### src/rtl/htd_pkg.sv
package htd_pkg;

  localparam int MAX_NODES   = 512;
  localparam int STACK_DEPTH = 256;

  localparam int NODE_AW  = $clog2(MAX_NODES);
  localparam int NODE_CW  = NODE_AW + 1;
  localparam int STACK_AW = $clog2(STACK_DEPTH);
  localparam int STACK_CW = STACK_AW + 1;

  typedef enum logic [1:0] {
    CMD_START = 2'd0,
    CMD_TREE  = 2'd1,
    CMD_BIT   = 2'd2
  } cmd_t;

  typedef enum logic [1:0] {
    ST_SYMBOL    = 2'd0,
    ST_OVERFLOW  = 2'd1,
    ST_NOT_READY = 2'd2
  } status_t;

  // left child of a branch is always the next node in preorder, so only the
  // right child is stored
  typedef struct packed {
    logic               leaf;
    logic [7:0]         sym;
    logic [NODE_AW-1:0] right;
  } node_t;

  localparam int NODE_W = $bits(node_t);

  typedef struct packed {
    logic               en;
    logic [NODE_AW-1:0] addr;
    node_t              data;
  } node_wr_t;

  typedef struct packed {
    logic       valid;
    logic [7:0] symbol;
    logic       last;
    status_t    status;
  } result_t;

endpackage

### src/rtl/htd_walker.sv
module htd_walker (
  input  logic                        clk,
  input  logic                        rst_n,
  input  logic                        start_go,
  input  logic                        bit_go,
  input  logic                        coded_bit,
  input  logic [31:0]                 symbol_total,
  input  logic                        tree_ready,
  input  htd_pkg::node_wr_t           node_wr,
  output logic                        rd_en,
  output logic [htd_pkg::NODE_AW-1:0] rd_addr,
  input  htd_pkg::node_t              rd_data,
  output logic                        busy,
  output htd_pkg::result_t            res
);

  logic [31:0]                 left_r, left_nxt;
  logic                        at_root_r, at_root_nxt;
  logic                        walk_pend_r;
  logic [htd_pkg::NODE_AW-1:0] cur_idx_r, cur_right_r, next_r;
  htd_pkg::node_t              root_r;

  logic                        cur_leaf;
  logic [htd_pkg::NODE_AW-1:0] cur_idx, cur_right, next_idx;
  logic [htd_pkg::NODE_CW-1:0] cand;
  logic                        walk_go;

  // a copy of the root entry saves a read on every return to the root
  always_ff @(posedge clk) begin
    if (node_wr.en && node_wr.addr == '0) begin
      root_r <= node_wr.data;
    end
  end

  assign cur_leaf  = at_root_r & root_r.leaf;
  assign cur_right = at_root_r ? root_r.right : cur_right_r;
  assign cur_idx   = at_root_r ? '0 : cur_idx_r;

  always_comb begin
    if (coded_bit) begin
      cand = {1'b0, cur_right};
    end else begin
      cand = {1'b0, cur_idx} + htd_pkg::NODE_CW'(1);
    end
    // a leaf root points back to itself
    if (cur_leaf || cand >= htd_pkg::NODE_CW'(htd_pkg::MAX_NODES)) begin
      next_idx = '0;
    end else begin
      next_idx = cand[htd_pkg::NODE_AW-1:0];
    end
  end

  assign walk_go = bit_go && left_r != 32'd0 && tree_ready;
  assign rd_en   = walk_go;
  assign rd_addr = next_idx;
  assign busy    = walk_pend_r;

  always_comb begin
    left_nxt    = left_r;
    at_root_nxt = at_root_r;
    res         = '0;
    res.status  = htd_pkg::ST_SYMBOL;
    if (start_go) begin
      left_nxt    = symbol_total;
      at_root_nxt = 1'b1;
    end else if (walk_pend_r) begin
      if (rd_data.leaf) begin
        res.valid   = 1'b1;
        res.symbol  = rd_data.sym;
        res.last    = (left_r == 32'd1);
        left_nxt    = left_r - 32'd1;
        at_root_nxt = 1'b1;
      end else begin
        at_root_nxt = 1'b0;
      end
    end else if (bit_go && left_r != 32'd0 && !tree_ready) begin
      res.valid  = 1'b1;
      res.status = htd_pkg::ST_NOT_READY;
    end
  end

  always_ff @(posedge clk) begin
    if (!rst_n) begin
      left_r      <= '0;
      at_root_r   <= 1'b1;
      walk_pend_r <= 1'b0;
    end else begin
      left_r      <= left_nxt;
      at_root_r   <= at_root_nxt;
      walk_pend_r <= walk_go;
    end
  end

  always_ff @(posedge clk) begin
    if (walk_go) begin
      next_r <= next_idx;
    end
    if (walk_pend_r && !rd_data.leaf) begin
      cur_idx_r   <= next_r;
      cur_right_r <= rd_data.right;
    end
  end

endmodule

### config.mk
export PLATFORM = sky130hd
export DESIGN_NAME = htd_walker
export DESIGN_NICKNAME = d
export VERILOG_FILES = /design/src/rtl/htd_pkg.sv /design/src/rtl/htd_walker.sv
export SDC_FILE = /design/constraint.sdc
export NUM_CORES = 1
export LEC_CHECK = 0
export BUFFER_PORTS_ARGS = -buffer_cell sky130_fd_sc_hd__buf_2
export CORE_MARGIN = 2
export CORE_UTILIZATION = 47
export DETAILED_ROUTE_END_ITERATION = 7
export HOLD_SLACK_MARGIN = 0.05
export PLACE_DENSITY = 0.82
export RECOVER_POWER = 100
export SETUP_SLACK_MARGIN = 0.02
export SLEW_MARGIN = 20
export SYNTH_ARGS = -nofsm -noshare
export SYNTH_HDL_FRONTEND = slang
export SYNTH_SLANG_ARGS = --single-unit
### constraint.sdc
create_clock -name clk -period 3 [get_ports clk]
set_input_delay 0.75 -clock clk [delete_from_list [all_inputs] [get_ports clk]]
set_output_delay 0.75 -clock clk [all_outputs]
set_load 0.03 [all_outputs]
==> summary.md <==
| Metric | Value |
|---|---|
| Global-route wire length before repair | `between 15 and 20 mm` |
| Commonest non-fill, non-tap cell in the layout | `buf_2` |
| I/O pin cnt | `107` |
| Max-cap violations | `0` |
| Post-synth EDFFs | `37` |
| Final setup vio count | `1` |
| Asr flop ratio synth | `0%` |
| Clock sink count | `71` |
| HP Class | `flop to flop` |
| Die height | `93.5 um` |
| PD cells | `454 mW/mm2` |
| Final Hold Fails | `0` |
| Worst EP required | `2.25 ns` |
| Met1 WL | `between 4 and 5 mm` |
| Worst hold margin | `0.412 ns` |
| Top cell type by total area after synthesis | `edfxtp_1` |
| Port Buffers | `97` |
| Syn Area/Cell | `between 9 and 10 um2` |
| Worst-path fanout max | `5` |
| Nets | `585` |
| Setup TNS | `-0.0214 ns` |
| Syn Nets | `roughly 480` |
| Status | `complete, but fails checks` |
| Synth Instances | `394` |
| Placed instance area | `0.00441 mm2` |
| Die ar. | `0.00875 mm2` |
| Commonest cells after routing, fill and taps aside | `buf_2, edfxtp_1, o21ai_0, dfxtp_1, nor3_1` |
| Cell Rows | `32` |
| Final worst slack | `-0.0214 ns` |
| Clk_skew | `0.00958 ns` |
| Number of buffers created by CTS | `9` |
| CTS tree | `done` |
| Initial Util | `between 40% and 50%` |
| Worst-case clock buffer depth | `2` |
| RSZ-0062 raised after global routing | `yes` |
| Clock transition at the registers of the reported paths | `roughly 0.090 ns` |
| Clk_lat worst skew | `~0.35 ns` |
| Die width | `93.5 um` |
| Starting DRT DRC Count | `253` |
| Tot Pwr | `2110 uW` |
| Vias per Instance | `5.94` |
| # fillers | `690` |
| Vias | `approximately 3600` |
| Highest Signal Layer | `met4` |
| DRC violations left | `0` |
| Htree depth | `3` |
| Initial antenna violation count | `0` |
| DR WL/cell | `~17 um` |
| F_max | `331 MHz` |
| Netlist Area Pre-Place | `0.00377 mm2` |
| Number of global-route vias before repair | `3524` |
| Area growth, synth to finish | `23.6%` |
| Final worst path period share | `101%` |
| Overall routing resource usage | `23.3%` |
| Crit path DAT | `roughly 2.3 ns` |
| Cts hold-fix bufs | `0` |
| Synth top area cells | `edfxtp_1, dfxtp_1, o21ai_0` |
| Synth Flop Type | `edfxtp_1` |
| Worst slack at placement | `between 0.2 and 0.25 ns` |
| Drt pass-1 iters | `4` |
| Crit path kind | `flop to primary output` |
| Post-detail-place hpwl | `7.46 mm` |
| Share of layout cells above drive strength 1 | `29.6%` |
| DR WL met3 | `613 um` |
| Sequential share of the synthesized area | `a little under half` |
| Violated checks | `setup timing` |
| Rel. slew slack | `37.0%` |
| Yosys warns | `0` |
| # diodes | `0` |
| Metal2 WL | `~5.2 mm` |
| Core area | `about 0.0078 mm2` |
| #FFs+latches synth | `71` |
| Remaining global-route overflow | `0` |
| Drt total wl | `10.1 mm` |
| Min Tclk post-route | `slightly above 3 ns` |
| CP endpoint kind | `primary output` |
| Root buf cell | `clkbuf_8` |
| Top-area cell type share of the netlist area | `29.5%` |
| Max-slew violations | `0` |
| Final Cell Area | `0.00466 mm2` |
| Tightest Pin Transition | `0.945 ns` |
| Largest net degree at the start of global routing | `43` |
| Distinct cells, synth | `53` |
| Cell leakage power | `around 0.0018 uW` |
| Final RePlAce weighted congestion | `0.864` |
| Startpoint Class | `flop` |
| Post-route ant nets | `0` |
| Peak supply drop | `0.228 mV` |
## synth_stat cells (3+ instances only)
master	instances
o31ai_1	10
nor3b_1	3
a311oi_1	3
nand4_1	9
nor2_1	18
clkbuf_1	23
buf_6	3
a211oi_1	4
or3_1	8
or2_2	3
o211a_1	3
and4_1	4
or4_1	15
nand2_1	19
dfxtp_1	34
nor4_1	14
ha_1	3
nor2b_1	7
a31oi_1	13
nand2b_1	7
nor3_1	22
a21oi_1	18
o21a_1	3
o211ai_1	4
o311a_1	4
xnor2_1	12
inv_1	7
and3_1	14
edfxtp_1	37
nand3_1	11
o21ai_0	31
## cells by family after synthesis
kind of cell    after synthesis  share of synthesized area, %
simple gates                168                          26.2
other cells                   1                        0.0995
buf+inv                      34                          4.08
xor+xnor                     14                          3.25
fa+ha+maj                     3                         0.996
mux                           2                         0.598
compound gates              101                          17.3
flops                        71                          47.5
## layer usage
layer,up-vias,global-route usage [%]
li1,1740,-
met3,22,5.56
met4,0,7.61
met5,-,0
met1,1685,27.9
met2,149,41.2
## metrics by stage
step           util, %  cells
2_1_floorplan        -    394
3_3_place_gp      56.7    586
3_5_place_dp      56.7    586
4_1_cts           59.8    605
5_1_grt           60.0    605
6_report          60.0    605
## worst max-delay path, cell delays in order (launching register included)
cell	delay (ns)
dfxtp_2	0.35
or4_4	0.55
or4_4	0.56
nor2_2	0.10
and4_4	0.23
buf_6	0.13
## area by class of cell
cell class,instances,area (um2),area share [%]
multi-input cells,289,1870,40.1
flip-flops and latches,71,1800,38.6
repair buffers,120,666,14.3
well taps,102,128,2.74
clock buffers,9,124,2.66
clock inverters,7,46.3,0.994
inverters,7,26.3,0.564
## sequential cells by signal, summed over array words and instances (netlist names)
register	cells
left_r	32
root_r	10
cur_idx_r	9
cur_right_r	9
next_r	9
at_root_r	1
busy	1
## final timing paths
kind         startpoint           end  slack (ns)  cells after the start
max reg2reg   left_r[9]    left_r[27]        0.56                      5
min           next_r[8]  cur_idx_r[8]        0.41                      0
min reg2reg   next_r[8]  cur_idx_r[8]        0.41                      0
max           left_r[9]        res[2]       -0.02                      5
## what timing repair did
item | in CTS | in global routing
setup buffers | 3 | 0
gates resized for setup | 13 | 11
pin swaps | 5 | 2
endpoints found under the setup margin | 4 | 13
## where the power goes
part           switching (uW)  leakage (uW)  total [uW]  internal, uW
logic                     183       0.00110         328           145
registers                42.3      0.000625        1100          1060
clock network             381     0.0000855         683           302
No activity file was read; power rests on OpenSTA's default activity.
