File: config.mk
export PLATFORM = sky130hd
export DESIGN_NAME = htd_builder
export DESIGN_NICKNAME = d
export VERILOG_FILES = /design/src/rtl/htd_pkg.sv /design/src/rtl/htd_ram.sv /design/src/rtl/htd_builder.sv
export SDC_FILE = /design/constraint.sdc
export NUM_CORES = 2
export LEC_CHECK = 0
export BUFFER_PORTS_ARGS = -buffer_cell sky130_fd_sc_hd__buf_2
export CORE_UTILIZATION = 41
export CTS_CLUSTER_SIZE = 20
export DETAILED_ROUTE_END_ITERATION = 6
export GPL_TIMING_DRIVEN = 0
export PLACE_DENSITY = 0.63
export RECOVER_POWER = 50
export SYNTH_ARGS = -nofsm -noshare
export SYNTH_HDL_FRONTEND = slang
export SYNTH_SLANG_ARGS = --single-unit
File: constraint.sdc
create_clock -name clk -period 16.2 [get_ports clk]
set_input_delay 1.62 -clock clk [delete_from_list [all_inputs] [get_ports clk]]
set_output_delay 1.62 -clock clk [all_outputs]
set_load 0.01 [all_outputs]
File: src/rtl/htd_pkg.sv
package htd_pkg;

  localparam int MAX_NODES   = 512;
  localparam int STACK_DEPTH = 256;

  localparam int NODE_AW  = $clog2(MAX_NODES);
  localparam int NODE_CW  = NODE_AW + 1;
  localparam int STACK_AW = $clog2(STACK_DEPTH);
  localparam int STACK_CW = STACK_AW + 1;

  typedef enum logic [1:0] {
    CMD_START = 2'd0,
    CMD_TREE  = 2'd1,
    CMD_BIT   = 2'd2
  } cmd_t;

  typedef enum logic [1:0] {
    ST_SYMBOL    = 2'd0,
    ST_OVERFLOW  = 2'd1,
    ST_NOT_READY = 2'd2
  } status_t;

  // left child of a branch is always the next node in preorder, so only the
  // right child is stored
  typedef struct packed {
    logic               leaf;
    logic [7:0]         sym;
    logic [NODE_AW-1:0] right;
  } node_t;

  localparam int NODE_W = $bits(node_t);

  typedef struct packed {
    logic               en;
    logic [NODE_AW-1:0] addr;
    node_t              data;
  } node_wr_t;

  typedef struct packed {
    logic       valid;
    logic [7:0] symbol;
    logic       last;
    status_t    status;
  } result_t;

endpackage

File: src/rtl/htd_ram.sv
module htd_ram #(
  parameter int WIDTH = 8,
  parameter int DEPTH = 16
) (
  input  logic                     clk,
  input  logic                     wr_en,
  input  logic [$clog2(DEPTH)-1:0] wr_addr,
  input  logic [WIDTH-1:0]         wr_data,
  input  logic                     rd_en,
  input  logic [$clog2(DEPTH)-1:0] rd_addr,
  output logic [WIDTH-1:0]         rd_data
);

  logic [WIDTH-1:0] mem [DEPTH];

  always_ff @(posedge clk) begin
    if (wr_en) begin
      mem[wr_addr] <= wr_data;
    end
    if (rd_en) begin
      rd_data <= mem[rd_addr];
    end
  end

endmodule

File: src/rtl/htd_builder.sv
module htd_builder (
  input  logic              clk,
  input  logic              rst_n,
  input  logic              start_go,
  input  logic              tree_go,
  input  logic [7:0]        tree_byte,
  output htd_pkg::node_wr_t node_wr,
  output logic              tree_err,
  output logic              tree_ready
);

  logic [htd_pkg::STACK_CW-1:0] top_r, top_nxt;
  logic [htd_pkg::NODE_CW-1:0]  free_r, free_nxt;
  logic [htd_pkg::NODE_AW-1:0]  pend_parent_r, pend_parent_nxt, pend_parent_eff;
  logic                         pend_right_r, pend_right_nxt, pend_right_eff;
  logic                         expect_r, expect_nxt;
  logic                         ready_r, ready_nxt;
  logic                         pop_pend_r, pop_pend_nxt;

  logic                         stk_wr_en;
  logic [htd_pkg::STACK_AW-1:0] stk_wr_addr;
  logic [htd_pkg::NODE_AW-1:0]  stk_wr_data;
  logic                         stk_rd_en;
  logic [htd_pkg::STACK_AW-1:0] stk_rd_addr;
  logic [htd_pkg::NODE_AW-1:0]  stk_rd_data;

  // the stack holds parents whose right slot is still open
  htd_ram #(
    .WIDTH (htd_pkg::NODE_AW),
    .DEPTH (htd_pkg::STACK_DEPTH)
  ) u_stack (
    .clk     (clk),
    .wr_en   (stk_wr_en),
    .wr_addr (stk_wr_addr),
    .wr_data (stk_wr_data),
    .rd_en   (stk_rd_en),
    .rd_addr (stk_rd_addr),
    .rd_data (stk_rd_data)
  );

  // popped slot comes from the stack's registered read, forward it to the next tree byte
  assign pend_parent_eff = pop_pend_r ? stk_rd_data : pend_parent_r;
  assign pend_right_eff  = pop_pend_r | pend_right_r;

  always_comb begin
    top_nxt         = top_r;
    free_nxt        = free_r;
    pend_parent_nxt = pend_parent_eff;
    pend_right_nxt  = pend_right_eff;
    expect_nxt      = expect_r;
    ready_nxt       = ready_r;
    pop_pend_nxt    = 1'b0;
    node_wr         = '0;
    tree_err        = 1'b0;
    stk_wr_en       = 1'b0;
    stk_wr_addr     = htd_pkg::STACK_AW'(top_r);
    stk_wr_data     = htd_pkg::NODE_AW'(free_r);
    stk_rd_en       = 1'b0;
    stk_rd_addr     = htd_pkg::STACK_AW'(top_r - htd_pkg::STACK_CW'(1));
    if (start_go) begin
      top_nxt         = '0;
      free_nxt        = '0;
      pend_parent_nxt = '0;
      pend_right_nxt  = 1'b0;
      expect_nxt      = 1'b0;
      ready_nxt       = 1'b0;
    end else if (tree_go && !ready_r) begin
      if (expect_r) begin
        // leaf entry is written once its symbol is known
        node_wr.en         = 1'b1;
        node_wr.addr       = htd_pkg::NODE_AW'(free_r - htd_pkg::NODE_CW'(1));
        node_wr.data.leaf  = 1'b1;
        node_wr.data.sym   = tree_byte;
        node_wr.data.right = '0;
        expect_nxt         = 1'b0;
        if (top_r == '0) begin
          ready_nxt = 1'b1;
        end else begin
          top_nxt      = top_r - htd_pkg::STACK_CW'(1);
          stk_rd_en    = 1'b1;
          pop_pend_nxt = 1'b1;
        end
      end else if (free_r >= htd_pkg::NODE_CW'(htd_pkg::MAX_NODES) ||
                   (tree_byte == 8'd0 &&
                    top_r >= htd_pkg::STACK_CW'(htd_pkg::STACK_DEPTH))) begin
        tree_err = 1'b1;
      end else begin
        // a branch entry is complete once its right child is linked
        if (pend_right_eff) begin
          node_wr.en         = 1'b1;
          node_wr.addr       = pend_parent_eff;
          node_wr.data.leaf  = 1'b0;
          node_wr.data.sym   = 8'd0;
          node_wr.data.right = htd_pkg::NODE_AW'(free_r);
        end
        free_nxt = free_r + htd_pkg::NODE_CW'(1);
        if (tree_byte == 8'd0) begin
          stk_wr_en       = 1'b1;
          top_nxt         = top_r + htd_pkg::STACK_CW'(1);
          pend_right_nxt  = 1'b0;
          pend_parent_nxt = htd_pkg::NODE_AW'(free_r);
        end else begin
          expect_nxt = 1'b1;
        end
      end
    end
  end

  always_ff @(posedge clk) begin
    if (!rst_n) begin
      top_r         <= '0;
      free_r        <= '0;
      pend_parent_r <= '0;
      pend_right_r  <= 1'b0;
      expect_r      <= 1'b0;
      ready_r       <= 1'b0;
      pop_pend_r    <= 1'b0;
    end else begin
      top_r         <= top_nxt;
      free_r        <= free_nxt;
      pend_parent_r <= pend_parent_nxt;
      pend_right_r  <= pend_right_nxt;
      expect_r      <= expect_nxt;
      ready_r       <= ready_nxt;
      pop_pend_r    <= pop_pend_nxt;
    end
  end

  assign tree_ready = ready_r;

endmodule

==> impl_metrics.tcl <==
set metrics [dict create \
    worst_setup_path_start_kind "register" \
    cts_buffer_depth 3 \
    finalCritPeriodShare_pct 64.85 \
    cp_max_fo 87 \
    ctsResizeCount 0 \
    dieArea_um2 222300 \
    die_h_um 471.5 \
    cp_data_required_time_ns 14.58 \
    reg2reg_depth 16 \
    path_class "reg2out" \
    max_freq_mhz 95.18 \
    whs_path_depth 2 \
    fin_nets 4532 \
    cts_setup_buffers 0 \
    grt_overflow 0 \
    setup_viol 0 \
    r2r-end "u_stack.rd_data[4]" \
    rr_startpoint "top_r[0]" \
    final_common_cell "edfxtp_1" \
    worstSkewPairLatency_ns 0.89 \
    leakage_nw 30.42 \
    drtAntennaViolNets 0 \
    cts_tree "yes" \
    routed_via_density 6.085 \
    finalSetupTns_ns 0 \
    final_max_slew_viol_count 2394 \
    antenna_found_initial 10 \
    ys_ff_latch 2345 \
    syn_to_final_growth_pct 12.55 \
    hold_viol 0 \
    gp_congestion 0.9918 \
    skew_ns 0.04470 \
    yosys_most_used_dff "edfxtp_1" \
    clk_pin_slew_worst_paths_ns 0.07 \
    power.total_mw 11.77 \
    dp_hpwl_um 160900 \
    met1_usage_pct 31.24 \
    drv_cap 40 \
    syn_nets 4231 \
    final_cell_mix "2313 x edfxtp_1, 576 x mux4_2, 306 x nor2_1" \
    worstHoldEndpoint "pend_right_r" \
    end_kind "output pin" \
    synth_seq_area_share_pct 77.58 \
    routed_wl_um 245800 \
    htreeDepth 4 \
    vias 46010 \
    yosysWarningCount 0 \
    grt_max_degree 89 \
    gr-usage-all-layers_pct 21.94 \
    arrival_ns 8.89 \
    rows 171 \
    setup_ws_ns 5.694 \
    core_area_um2 218000 \
    start_util_pct 41.45 \
    fin_crit_ns 10.51 \
    grt_use_met2_pct 33.38 \
    p_per_area_nw_per_um2 115.7 \
    die_w_um 471.5 \
    relSlewSlack_pct -189.1 \
    synth_cell_types 52 \
    cts-root-buf "clkbuf_16" \
    grt_pass1_vias 45071 \
    status "finished, violations left" \
    tightest_slew_ns 4.337 \
    synth_edf_count 2313 \
    synth_area_um2 90360 \
    syn_area_per_cell_um2 21.45 \
    grtUsageMet3_pct 4.588 \
    postSynthCellCount 4213 \
    clock_sinks 2345 \
    layout-drive-gt1-share_pct 22.28 \
    top_usage_layer "met2" \
    drc 0 \
    ys_async_sr_fraction_pct 0 \
    drtIter0Drc 6579 \
    ios 42 \
    rsz0062_at_grt "false" \
    drtPass1Iterations 6 \
    grt_pass1_wl_um 342800 \
    port_buffers 41 \
    wire_per_inst_um 32.50 \
    whs_ns 0.5445 \
    hp-start "pend_right_r" \
    failed_checks "capacitance limit, slew limit" \
    dp_slack_ns 8.074 \
    numCtsBuffers 215 \
    hp-class "reg2reg" \
    r2r_slack_ns 7.85 \
    ir_drop_mv 0.08353 \
    cts_hold_buf 0 \
    fillers 17798 \
]
area by class of cell:
class,instances,area (um^2),share of cell area [%]
Inverter,9,33.78,0.03322
Timing Repair Buffer,84,611.8,0.6016
Sequential cell,2345,70100,68.92
Clock inverter,132,1439,1.415
Tap cell,2854,3571,3.511
Multi-Input combinational cell,1594,19090,18.77
Antenna cell,8,20.02,0.01968
Buffer,265,1186,1.166
Clock buffer,270,5650,5.556
critical path: stages (launching register included):
cell and delay, ns:
dfxtp_1 1.70, clkbuf_1 2.00, clkbuf_1 2.86, nor4_1 0.27, xnor2_1 0.30, nand2_1 0.21
and3_1 0.40, buf_2 0.21
sequential cells by signal, indices dropped and copies added, names as in the netlist:
register / flops
tree_ready: 1
pop_pend_r: 1
expect_r: 1
u_stack.rd_data: 9
free_r: 10
pend_parent_r: 9
pend_right_r: 1
top_r: 9
u_stack.mem: 2304
worst max-delay path by stage:
stage	from	end	slack, ns
global placement	free_r[0]	node_wr[20]	4.80
floorplan	free_r[0]	node_wr[26]	9.69
finish	free_r[7]	node_wr[26]	5.69
detailed placement	top_r[0]	u_stack.rd_data[5]	8.07
global route	free_r[7]	node_wr[26]	5.25
CTS	top_r[0]	u_stack.rd_data[5]	8.06
metal layers:
layer / vias to the layer above / part of all wire [%]
met1: 24669 / 40
met5: - / 0.016
met4: 6 / 4.0
li1: 18334 / -
met3: 431 / 9.5
met2: 2570 / 46
cell families after synthesis:
group / after synthesis / synth area share, %
and+or+nand+nor: 481 / 2.430
xor gates and xnor gates: 29 / 0.2894
DFF: 2345 / 77.58
adders and majority gates: 6 / 0.08308
AOI/OAI and AO/OA: 491 / 3.815
muxes: 587 / 14.48
buffers and inverters: 274 / 1.328
per-stage QoR:
step	util (%)	cells	cell area (um^2)
final	46.65	7561	101700
after global routing	46.64	7554	101700
after CTS	46.96	7552	102400
after detailed placement	43.70	7150	95280
after global placement	43.18	7108	94140
after floorplan	-	4213	90360
synthesized netlist by cell type, types with 3 or more instances:
library cell | n | area, um^2
or4_1 | 22 | 165.2
nand2b_1 | 5 | 31.28
edfxtp_1 | 2313 | 69460
buf_2 | 79 | 395.4
o221ai_1 | 10 | 87.58
nor4_1 | 29 | 181.4
buf_6 | 6 | 67.56
buf_1 | 14 | 52.55
buf_4 | 3 | 22.52
nand3_1 | 8 | 40.04
ha_1 | 6 | 75.07
o21ai_0 | 6 | 30.03
a22oi_1 | 297 | 2230
inv_1 | 9 | 33.78
mux4_2 | 576 | 12970
a21boi_0 | 54 | 405.4
clkbuf_1 | 162 | 608.1
dfxtp_1 | 32 | 640.6
a211oi_1 | 12 | 90.09
nor2b_1 | 7 | 43.79
xor2_1 | 15 | 131.4
a21oi_1 | 103 | 515.5
mux2i_1 | 11 | 110.1
and3_1 | 8 | 50.05
xnor2_1 | 13 | 113.9
nor2_1 | 306 | 1149
nand2_1 | 50 | 187.7
and2_1 | 19 | 118.9
nor3b_1 | 3 | 22.52
nor3_1 | 7 | 35.03
power by group:
part | switching, mW | leakage, nW | internal, mW
clock | 2.24 | 3.44 | 2.90
combinational | 0.0302 | 5.74 | 0.00864
sequential | 0.00405 | 21.2 | 6.58
total | 2.28 | 30.4 | 9.49
No activity file was read; power rests on OpenSTA's default activity.
