===== src/rtl/htd_ram.sv =====
module htd_ram #(
  parameter int WIDTH = 8,
  parameter int DEPTH = 16
) (
  input  logic                     clk,
  input  logic                     wr_en,
  input  logic [$clog2(DEPTH)-1:0] wr_addr,
  input  logic [WIDTH-1:0]         wr_data,
  input  logic                     rd_en,
  input  logic [$clog2(DEPTH)-1:0] rd_addr,
  output logic [WIDTH-1:0]         rd_data
);

  logic [WIDTH-1:0] mem [DEPTH];

  always_ff @(posedge clk) begin
    if (wr_en) begin
      mem[wr_addr] <= wr_data;
    end
    if (rd_en) begin
      rd_data <= mem[rd_addr];
    end
  end

endmodule


===== config.mk =====
export PLATFORM = sky130hd
export DESIGN_NAME = htd_ram
export DESIGN_NICKNAME = d
export VERILOG_FILES = /design/src/rtl/htd_ram.sv
export SDC_FILE = /design/constraint.sdc
export NUM_CORES = 1
export LEC_CHECK = 0
export ABC_CLOCK_PERIOD_IN_PS = 4030
export BUFFER_PORTS_ARGS = -buffer_cell sky130_fd_sc_hd__buf_4
export CORE_ASPECT_RATIO = 1.25
export CORE_MARGIN = 2
export CORE_UTILIZATION = 45
export CTS_BUF_LIST = sky130_fd_sc_hd__clkbuf_8
export CTS_CLUSTER_SIZE = 12
export DETAILED_ROUTE_END_ITERATION = 7
export GPL_ROUTABILITY_DRIVEN = 0
export GPL_TIMING_DRIVEN = 0
export HOLD_SLACK_MARGIN = 0.15
export PLACE_DENSITY = 0.7
export SLEW_MARGIN = 10
export SYNTH_ARGS = -nofsm -noshare
export SYNTH_HDL_FRONTEND = slang
export SYNTH_SLANG_ARGS = --single-unit

===== constraint.sdc =====
create_clock -name clk -period 4.03 [get_ports clk]
set_input_delay 0.806 -clock clk [delete_from_list [all_inputs] [get_ports clk]]
set_output_delay 0.806 -clock clk [all_outputs]
set_load 0.1 [all_outputs]

==> results of run 1 <==
logic make-up (layout without fill, tap and decap cells):
family | count (synthesis) | in the layout | synth area share, %
AOI/OAI and AO/OA | 16 | 16 | 2.30
buffers and inverters | 10 | 67 | 1.65
DFF | 136 | 136 | 78.1
muxes | 32 | 32 | 14.8
and+or+nand+nor | 35 | 35 | 3.14
layout make-up:
| class | instances | area [µm²] | area share (%) |
|---|---|---|---|
| flip-flops and latches | 136 | 4080 | 68.3 |
| multi-input cells | 83 | 1080 | 18.0 |
| clock buffers | 17 | 234 | 3.91 |
| repair buffers | 25 | 188 | 3.14 |
| well taps | 138 | 173 | 2.89 |
| clock inverters | 15 | 136 | 2.28 |
| plain buffers | 10 | 86.3 | 1.44 |
registers in the layout, summed over array words and instances, names as in the netlist:
| name | cells |
|---|---|
| mem | 128 |
| rd_data | 8 |
how the worst max path moves through the flow:
stage | depth (start not counted) | slack (ns) | to | start
after floorplan | 2 | 1.73 | mem[0][0] | wr_addr[2]
after global placement | 3 | 1.16 | mem[0][2] | wr_addr[2]
after detailed placement | 3 | 1.15 | mem[0][2] | wr_addr[2]
after CTS | 3 | 1.61 | mem[0][0] | wr_addr[2]
after global routing | 3 | 1.91 | mem[3][6] | wr_addr[2]
final | 3 | 1.97 | mem[3][1] | wr_addr[2]
metrics by stage:
stage / total power [µW] / std cells / hold WS [ns] / util [%] / instance area [µm²]
3_5_place_dp: 1840 / 392 / 0.759 / 48.9 / 5600
3_3_place_gp: 1830 / 392 / 0.743 / 48.8 / 5590
4_1_cts: 2850 / 424 / 0.636 / 52.1 / 5970
6_report: 2830 / 424 / 0.657 / 52.2 / 5980
2_1_floorplan: 1760 / 229 / 0.705 / - / 5230
5_1_grt: 2920 / 424 / 0.638 / 52.2 / 5980
power by group through the flow:
stage | combinational [µW] | sequential, µW | clock (µW)
final | 208 | 1600 | 1020
after CTS | 209 | 1600 | 1040
after global placement | 204 | 1630 | 0
after global routing | 219 | 1600 | 1100
after floorplan | 80.4 | 1680 | 0
after detailed placement | 209 | 1630 | 0
worst register-to-register path: cells and delay by family (launching register included):
family	cells	cell delay (ns)
simple gates	1	0.10
flops	1	0.36
compound gates	1	0.35
mux	1	0.55
synthesized netlist by cell type:
library cell and count:
mux4_1 14, and2_1 1, nand3b_1 2, nor2_1 13, mux4_2 18, buf_6 3, edfxtp_1 136, buf_4 1
nand3_1 1, nand2b_1 2, nor2b_1 1, nand2_1 9, clkdlybuf4s25_2 3, nor3_1 4, or3b_2 1, buf_2 3
and2b_1 1, a22oi_1 16
per-layer routing:
| metal | track usage [%] | vias up | wire (µm) |
|---|---|---|---|
| li1 | - | 1067 | - |
| met1 | 21.1 | 1220 | 3810 |
| met4 | 8.06 | 0 | 220 |
| met5 | 0 | - | 0 |
| met3 | 4.32 | 12 | 519 |
| met2 | 25.9 | 87 | 4900 |
==> impl_metrics.env, run 1 <==
export IMPL_cts_root_buf="clkbuf_8"
export IMPL_p_int_uw=2200
export IMPL_ys_seq_area_share_pct=78.1
export IMPL_start_kind="primary input"
export IMPL_cp_end_kind="flip-flop"
export IMPL_cts_num_sinks=136
export IMPL_rows=44
export IMPL_setup_viol=0
export IMPL_path_cells="buf_4, or3b_2, nor2_1"
export IMPL_min_to="rd_data[2]"
export IMPL_finalCritPeriodShare_pct=51.0
export IMPL_slowest_stage="nor2_1"
export IMPL_vias=2386
export IMPL_wl_um=9460
export IMPL_numCtsBuffers=17
export IMPL_cap_violations=0
export IMPL_switchingPower_uw=628
export IMPL_worst_slack_ns=1.97
export IMPL_cts_setup_buffers=0
export IMPL_grt_ovfl_total=0
export IMPL_fin_nets=292
export IMPL_wl_per_cell_um=22.3
export IMPL_critPathArrivalTime_ns=2.11
export IMPL_clockBufferDepth=2
export IMPL_status="complete, no violations"
export IMPL_synth_area_um2=5230
export IMPL_layout_cells_most_common="edfxtp_1"
export IMPL_first_iter_violations=177
export IMPL_core_area_um2=11500
export IMPL_htreeDepth=4
export IMPL_sw_frac_of_total_pct=22.2
export IMPL_ctsResizeCount=0
export IMPL_finalCriticalPeriod_ns=2.06
export IMPL_max_freq_mhz=486
export IMPL_fin_skew_ns=0.00592
export IMPL_start_util_pct=45.7
export IMPL_avgViaCountPerCell=5.63
export IMPL_synth_seq_cells=136
export IMPL_worst_r2r_cell_count=3
export IMPL_dp_hpwl_um=6130
export IMPL_min_from="rd_en"
export IMPL_setup_tns_final_ns=0
export IMPL_cts_tree="built"
export IMPL_crit_reg2reg_launch="mem[1][1]"
export IMPL_clk_latency_ns=0.42
export IMPL_drc=0
export IMPL_p_leak_uw=0.00195
export IMPL_grt_pass1_vias=2435
export IMPL_boundaryPins=27
export IMPL_p_clk_share_pct=36.1
export IMPL_synth_top_area_cell="edfxtp_1"
export IMPL_synth_top_area_share_pct=78.1
export IMPL_dr_pass1_iters=4
export IMPL_die_width_um=100
export IMPL_min_path_type="primary input to flip-flop"
export IMPL_relSlewSlack_pct=45.5
export IMPL_rrSetupSlack_ns=2.42
export IMPL_critPathBufInv=1
export IMPL_critPathMaxStageDelay_ns=0.65
export IMPL_worst_slew_pin_slew_ns=0.814
export IMPL_diodes=0
export IMPL_hold_viol=0
export IMPL_fp_dieArea_um2=12500
export IMPL_antenna_found_initial=0
export IMPL_crit_fanout=8
export IMPL_grt_setup_unrepaired="no"
export IMPL_vdd_drop_max_uv=293
export IMPL_min_path_cells=1
export IMPL_synth_fp_nets=248
export IMPL_p_per_area_nw_per_um2=473
export IMPL_buffer_ports_inserted=25
export IMPL_drive_gt1_share_pct=30.4
export IMPL_fillers=898
export IMPL_p_comb_share_pct=7.3
export IMPL_critPathKind="primary input to flip-flop"
export IMPL_seqPwrFrac_pct=56.6
export IMPL_r2r_end="rd_data[1]"
export IMPL_path_clk_slew_ns=0.07
export IMPL_final_cell_mix="edfxtp_1, buf_4, mux4_2, clkbuf_8, a22oi_1"
export IMPL_grt_first_pass_wirelength_um=14100
export IMPL_grt_max_degree=17
export IMPL_yosys_warnings=0
export IMPL_grt_usage_pct=16.4
export IMPL_area_delta_synth_final_pct=14.4
export IMPL_synth_top_cells_by_area="edfxtp_1, mux4_2, mux4_1"
export IMPL_dpl_worst_slack_ns=1.15
export IMPL_cts_hold_buf=0
export IMPL_dieHeight_um=125
export IMPL_synth_cells=229
export IMPL_drv_slew=0
export IMPL_synth_distinct_cells=18
export IMPL_syn_area_per_cell_um2=22.8
export IMPL_worstPathRequired_ns=4.08
export IMPL_cp_top_family="simple AND/OR/NAND/NOR gates"
export IMPL_detail_route_antenna_nets=0
No activity file was read; power rests on OpenSTA's default activity.
==> inputs of run 2 (changes only) <==
- ABC_AREA: not set -> 1
- ABC_CLOCK_PERIOD_IN_PS: 4030 -> 1700
- PLACE_DENSITY: 0.7 -> 0.72
- clock period: 4.03 -> 1.7 ns (I/O delays scaled with it)
==> run 2 against run 1 <==
  * Highest routed layer unchanged
  * Die area rose by 11%
  * Register-to-register slack got worse by 1.9 ns
  * Synthesized cell count rose by 140%
  * Total power rose by 140%
  * Core utilization fell by 0.34 points
  * Sequential power rose by 140%
  * Synthesized area rose by 12%
  * Final cell count rose by 83%
  * Design area rose by 9.9%
  * Via count rose by 69%
  * Sequential cell count did not move
==> impl_metrics.env, run 2 <==
export IMPL_status="complete, no violations"
export IMPL_cp_top_family="flip-flops"
export IMPL_boundaryPins=27
export IMPL_largest_register="mem"
export IMPL_syn_area_per_cell_um2=10.6
export IMPL_grt_setup_unrepaired="no"
export IMPL_ys_async_sr_fraction_pct=0
export IMPL_drc=0
export IMPL_cts_num_sinks=136
export IMPL_wl_per_cell_um=17.2
export IMPL_grt_usage_pct=19.7
export IMPL_fin_nets=612
export IMPL_crit_fanout=1
export IMPL_vias=4039
export IMPL_avgViaCountPerCell=5.22
export IMPL_critPathBufInv=1
export IMPL_ys_flop_type="edfxtp_1"
export IMPL_critPathArrivalTime_ns=1.06
export IMPL_finalCritPeriodShare_pct=82.3
export IMPL_layout_cells_most_common="nand2_1"
export IMPL_cp_end_kind="primary output"
export IMPL_p_clk_share_pct=34.3
export IMPL_p_comb_share_pct=9.2
export IMPL_core_area_um2=12700
export IMPL_critPathKind="flip-flop to primary output"
export IMPL_rows=46
export IMPL_cts_root_buf="clkbuf_8"
export IMPL_numCtsBuffers=17
export IMPL_synth_edf_count=136
export IMPL_worst_r2r_cell_count=6
export IMPL_grt_ovfl_total=0
export IMPL_synth_distinct_cells=11
export IMPL_hold_viol=0
export IMPL_dpl_cell_area_um2=6230
export IMPL_relSlewSlack_pct=44.8
export IMPL_start_util_pct=46.2
export IMPL_finalCriticalPeriod_ns=1.40
export IMPL_hold_ws_ns=0.165
export IMPL_sw_frac_of_total_pct=26.3
export IMPL_cts_setup_buffers=0
export IMPL_first_iter_violations=404
export IMPL_htreeDepth=4
export IMPL_cts_tree="built"
export IMPL_path_cells="buf_4"
export IMPL_synth_area_um2=5850
export IMPL_synth_top_cells_by_area="edfxtp_1, nand2_1, nand3_1"
export IMPL_seqPwrFrac_pct=56.6
export IMPL_setup_viol=0
export IMPL_reg_top3="mem (128), rd_data (8)"
export IMPL_start_kind="flip-flop"
export IMPL_min_path_cells=1
export IMPL_yosys_warnings=0
export IMPL_synth_cells=551
export IMPL_p_int_uw=4940
export IMPL_worst_slew_pin_slew_ns=0.824
export IMPL_dieHeight_um=131
export IMPL_critPathMaxStageDelay_ns=0.33
export IMPL_buffer_ports_inserted=23
export IMPL_switchingPower_uw=1760
export IMPL_clockBufferDepth=2
export IMPL_diodes=0
export IMPL_synth_most_common_cell="nand2_1"
export IMPL_yosys_top_cells_count="nand2_1, edfxtp_1, inv_1, nand3_1, nor2_1"
export IMPL_area_delta_synth_final_pct=12.3
export IMPL_synth_top_area_share_pct=69.8
export IMPL_crit_cells=1
export IMPL_synth_top_area_cell="edfxtp_1"
export IMPL_synth_seq_cells=136
export IMPL_die_width_um=106
export IMPL_final_cell_mix="nand2_1, edfxtp_1, inv_1, nand3_1, buf_4"
export IMPL_rrSetupSlack_ns=0.53
export IMPL_ys_seq_area_share_pct=69.8
export IMPL_grt_max_degree=17
export IMPL_antenna_found_initial=0
export IMPL_drv_slew=0
export IMPL_fillers=1103
export IMPL_worstPathRequired_ns=1.36
export IMPL_detail_route_antenna_nets=0
export IMPL_min_path_type="primary input to flip-flop"
export IMPL_dr_pass1_iters=5
export IMPL_ctsResizeCount=0
export IMPL_synth_fp_nets=570
export IMPL_dp_hpwl_um=8940
export IMPL_grt_pass1_vias=3756
export IMPL_vdd_drop_max_uv=543
export IMPL_drive_gt1_share_pct=12.9
export IMPL_clk_latency_ns=0.45
export IMPL_grt_first_pass_wirelength_um=20200
export IMPL_p_leak_uw=0.00281
export IMPL_largest_register_ffs=128
export IMPL_fin_skew_ns=0.00913
export IMPL_wl_um=13300
export IMPL_cap_violations=0
export IMPL_max_freq_mhz=714
export IMPL_fp_dieArea_um2=13900
export IMPL_path_clk_slew_ns=0.07
export IMPL_fin_area_um2=6570
export IMPL_cts_hold_buf=0
export IMPL_slowest_stage="edfxtp_1"
export IMPL_p_per_area_nw_per_um2=1020
[run 2: changes by cell type in the layout (fill, tap and decap cells not counted), sizes merged, moves of 2 or more]
cell and delta:
nand2 +164, inv +106, nand3 +96, mux4 -32
a22oi -16, buf +15, nor2 +4, nor3 -4
clkdlybuf4s25 -3, bufinv -2, nand2b -2
[run 2: final cells by class]
class                      count  area, µm²  area share (%)
buffer                        24        166            2.53
clock buffer                  17        234            3.56
clock inverter                15        104            1.58
inverter                     102        383            5.83
multi-input combinational    289       1210            18.5
sequential                   136       4080            62.2
tap                          168        210            3.20
timing repair buffer          23        173            2.63
[run 2: through the flow]
step	std cells	total power (µW)	setup TNS (ns)	setup WS, ns	util (%)
after CTS	774	6700	0	0.277	51.9
after detailed placement	742	4470	-1.74	-0.0671	49.2
after global routing	774	6880	0	0.263	51.9
final	774	6700	0	0.300	51.9
after floorplan	551	4250	0	0.409	-
after global placement	742	4460	-0.199	-0.0189	49.2
[run 2: routing by layer]
metal	vias to the layer above	share of wire [%]	wire [µm]	GRT usage, %
met2	246	50	6620	32.4
met1	1893	39	5190	25.3
met5	-	0	0	0
met3	38	8.2	1090	3.82
met4	0	3.0	398	8.99
li1	1862	-	-	-
[run 2: path summary, 6_finish.rpt]
path / startpoint / to
worst max-delay path: rd_data[5] / rd_data[5]
worst min-delay path: rd_en / rd_data[1]
worst max register to register: mem[9][1] / rd_data[1]
worst min register to register: mem[6][7] / rd_data[7]
[run 2: kinds of logic after synthesis]
kind of cell | synth area share (%)
and+or+nand+nor | 20.8
DFF | 69.8
buffers and inverters | 9.39
[run 2: power groups by stage]
stage | Clock [µW] | Combinational (µW) | Sequential (µW)
5_1_grt | 2430 | 654 | 3800
3_3_place_gp | 0 | 593 | 3860
4_1_cts | 2300 | 606 | 3790
6_report | 2290 | 615 | 3790
3_5_place_dp | 0 | 603 | 3870
2_1_floorplan | 0 | 265 | 3980
==> inputs of run 3 (changes only) <==
- ABC_CLOCK_PERIOD_IN_PS: 1700 -> 1400
- PLACE_DENSITY: 0.72 -> 0.69
- clock period: 1.7 -> 1.4 ns (I/O delays scaled with it)
==> run 3 against run 2 <==
  * Core utilization grew 0.15 points
  * Hold slack gained 0.0032 ns
  * Sequential share of layout area shrank 0.18 points
  * Via count shrank 3.3%
  * Routed wire length grew 1.1%
  * Non-clock buffer count grew 1
  * Global-route usage grew 1.2 points
  * Largest power group unchanged
==> impl_metrics.env, run 3 (synthesized netlist as in run 2, its figures left out) <==
export IMPL_min_from="wr_data[1]"
export IMPL_seqPwrFrac_pct=56.2
export IMPL_diodes=0
export IMPL_fin_nets=613
export IMPL_drv_slew=0
export IMPL_fin_skew_ns=0.00775
export IMPL_grt_ovfl_total=0
export IMPL_critPathArrivalTime_ns=1.06
export IMPL_dr_pass1_iters=5
export IMPL_critPathMaxStageDelay_ns=0.33
export IMPL_wl_um=13400
export IMPL_antenna_found_initial=0
export IMPL_vdd_drop_max_uv=599
export IMPL_p_int_uw=6140
export IMPL_grt_usage_pct=20.9
export IMPL_grt_pass1_vias=3942
export IMPL_clockBufferDepth=2
export IMPL_crit_cells=1
export IMPL_final_core_utilization_pct=52.0
export IMPL_hold_viol=0
export IMPL_critPathBufInv=1
export IMPL_finalCriticalPeriod_ns=1.34
export IMPL_status="complete, no violations"
export IMPL_worstPathRequired_ns=1.12
export IMPL_hold_ws_ns=0.169
export IMPL_p_leak_uw=0.00282
export IMPL_reg_top3="mem (128), rd_data (8)"
export IMPL_switchingPower_uw=2050
export IMPL_drive_gt1_share_pct=12.5
export IMPL_p_clk_share_pct=34.6
export IMPL_htreeDepth=4
export IMPL_relSlewSlack_pct=44.7
export IMPL_p_comb_share_pct=9.1
export IMPL_grt_first_pass_wirelength_um=21400
export IMPL_detail_route_antenna_nets=0
export IMPL_sw_frac_of_total_pct=25.0
export IMPL_final_cell_mix="nand2_1, edfxtp_1, inv_1, nand3_1, buf_4"
export IMPL_boundaryPins=27
export IMPL_cts_num_sinks=136
export IMPL_crit_path_end="rd_data[2]"
export IMPL_rrSetupSlack_ns=0.20
export IMPL_cts_root_buf="clkbuf_8"
export IMPL_buffer_ports_inserted=23
export IMPL_crit_fanout=1
export IMPL_fp_dieArea_um2=13900
export IMPL_ctsResizeCount=0
export IMPL_core_area_um2=12700
export IMPL_die_width_um=106
export IMPL_critPathKind="flip-flop to primary output"
export IMPL_max_freq_mhz=744
export IMPL_r2r_end="rd_data[5]"
export IMPL_cp_end_kind="primary output"
export IMPL_finalCritPeriodShare_pct=96.0
export IMPL_path_cells="buf_4"
export IMPL_crit_reg2reg_launch="mem[8][5]"
export IMPL_setup_viol=0
export IMPL_grt_setup_unrepaired="no"
export IMPL_drc=0
export IMPL_setup_tns_final_ns=0
export IMPL_largest_register="mem"
export IMPL_layout_cells_most_common="nand2_1"
export IMPL_dp_hpwl_um=9090
export IMPL_p_per_area_nw_per_um2=1240
export IMPL_worst_r2r_cell_count=6
export IMPL_cts_setup_buffers=0
export IMPL_cp_top_family="flip-flops"
export IMPL_rows=46
export IMPL_path_clk_slew_ns=0.08
export IMPL_first_iter_violations=432
export IMPL_avgViaCountPerCell=5.04
export IMPL_min_path_type="primary input to flip-flop"
export IMPL_clk_latency_ns=0.45
export IMPL_wl_per_cell_um=17.3
export IMPL_vias=3904
export IMPL_grt_max_degree=17
export IMPL_start_kind="flip-flop"
export IMPL_largest_register_ffs=128
export IMPL_cap_violations=0
export IMPL_area_delta_synth_final_pct=12.6
export IMPL_cts_tree="built"
export IMPL_worst_slew_pin_slew_ns=0.826
export IMPL_critPathLaunch="rd_data[2]"
export IMPL_start_util_pct=46.2
export IMPL_slowest_stage="edfxtp_1"
export IMPL_numCtsBuffers=17
export IMPL_dieHeight_um=131
[run 3: worst min-delay path by stage]
stage | cells after the start | endpoint | slack (ns)
6_report | 1 | mem[8][1] | 0.17
4_1_cts | 1 | mem[12][1] | 0.16
3_3_place_gp | 1 | rd_data[2] | 0.55
2_1_floorplan | 0 | mem[0][0] | 0.38
3_5_place_dp | 1 | rd_data[1] | 0.56
5_1_grt | 1 | mem[3][1] | 0.18
[run 3: area by class of cell]
cell class	instances	area, µm²
buffer	24	166
multi-input combinational	289	1210
inverter	102	383
clock buffer	17	234
clock inverter	15	113
sequential	136	4080
fill	1103	6080
timing repair buffer	24	183
tap	168	210
[run 3: stage by stage]
stage	instances	power (µW)	worst slack, ns	instance area [µm²]
final	775	8190	0.0567	6590
after global routing	775	8430	0.0112	6590
after CTS	775	8210	0.0347	6590
after detailed placement	742	5430	-0.340	6230
after global placement	742	5420	-0.281	6230
after floorplan	551	5160	0.169	5850
[run 3: per-layer routing]
layer / track usage (%) / wire length (µm) / vias up
met5: 0 / 0 / -
met4: 10.2 / 374 / 0
met3: 4.27 / 1010 / 29
met2: 33.8 / 6700 / 187
met1: 27.0 / 5360 / 1824
li1: - / - / 1864
[run 3: what timing repair did]
item	CTS	global route
hold endpoints to repair	8	0
setup endpoints to repair	0	0
hold buffers	1	0
[run 3: power by group through the flow]
stage / Sequential, µW / Clock (µW) / Combinational [µW]
2_1_floorplan: 4840 / 0 / 322
3_3_place_gp: 4690 / 0 / 726
3_5_place_dp: 4700 / 0 / 737
4_1_cts: 4610 / 2860 / 742
5_1_grt: 4610 / 3010 / 808
6_report: 4600 / 2840 / 748
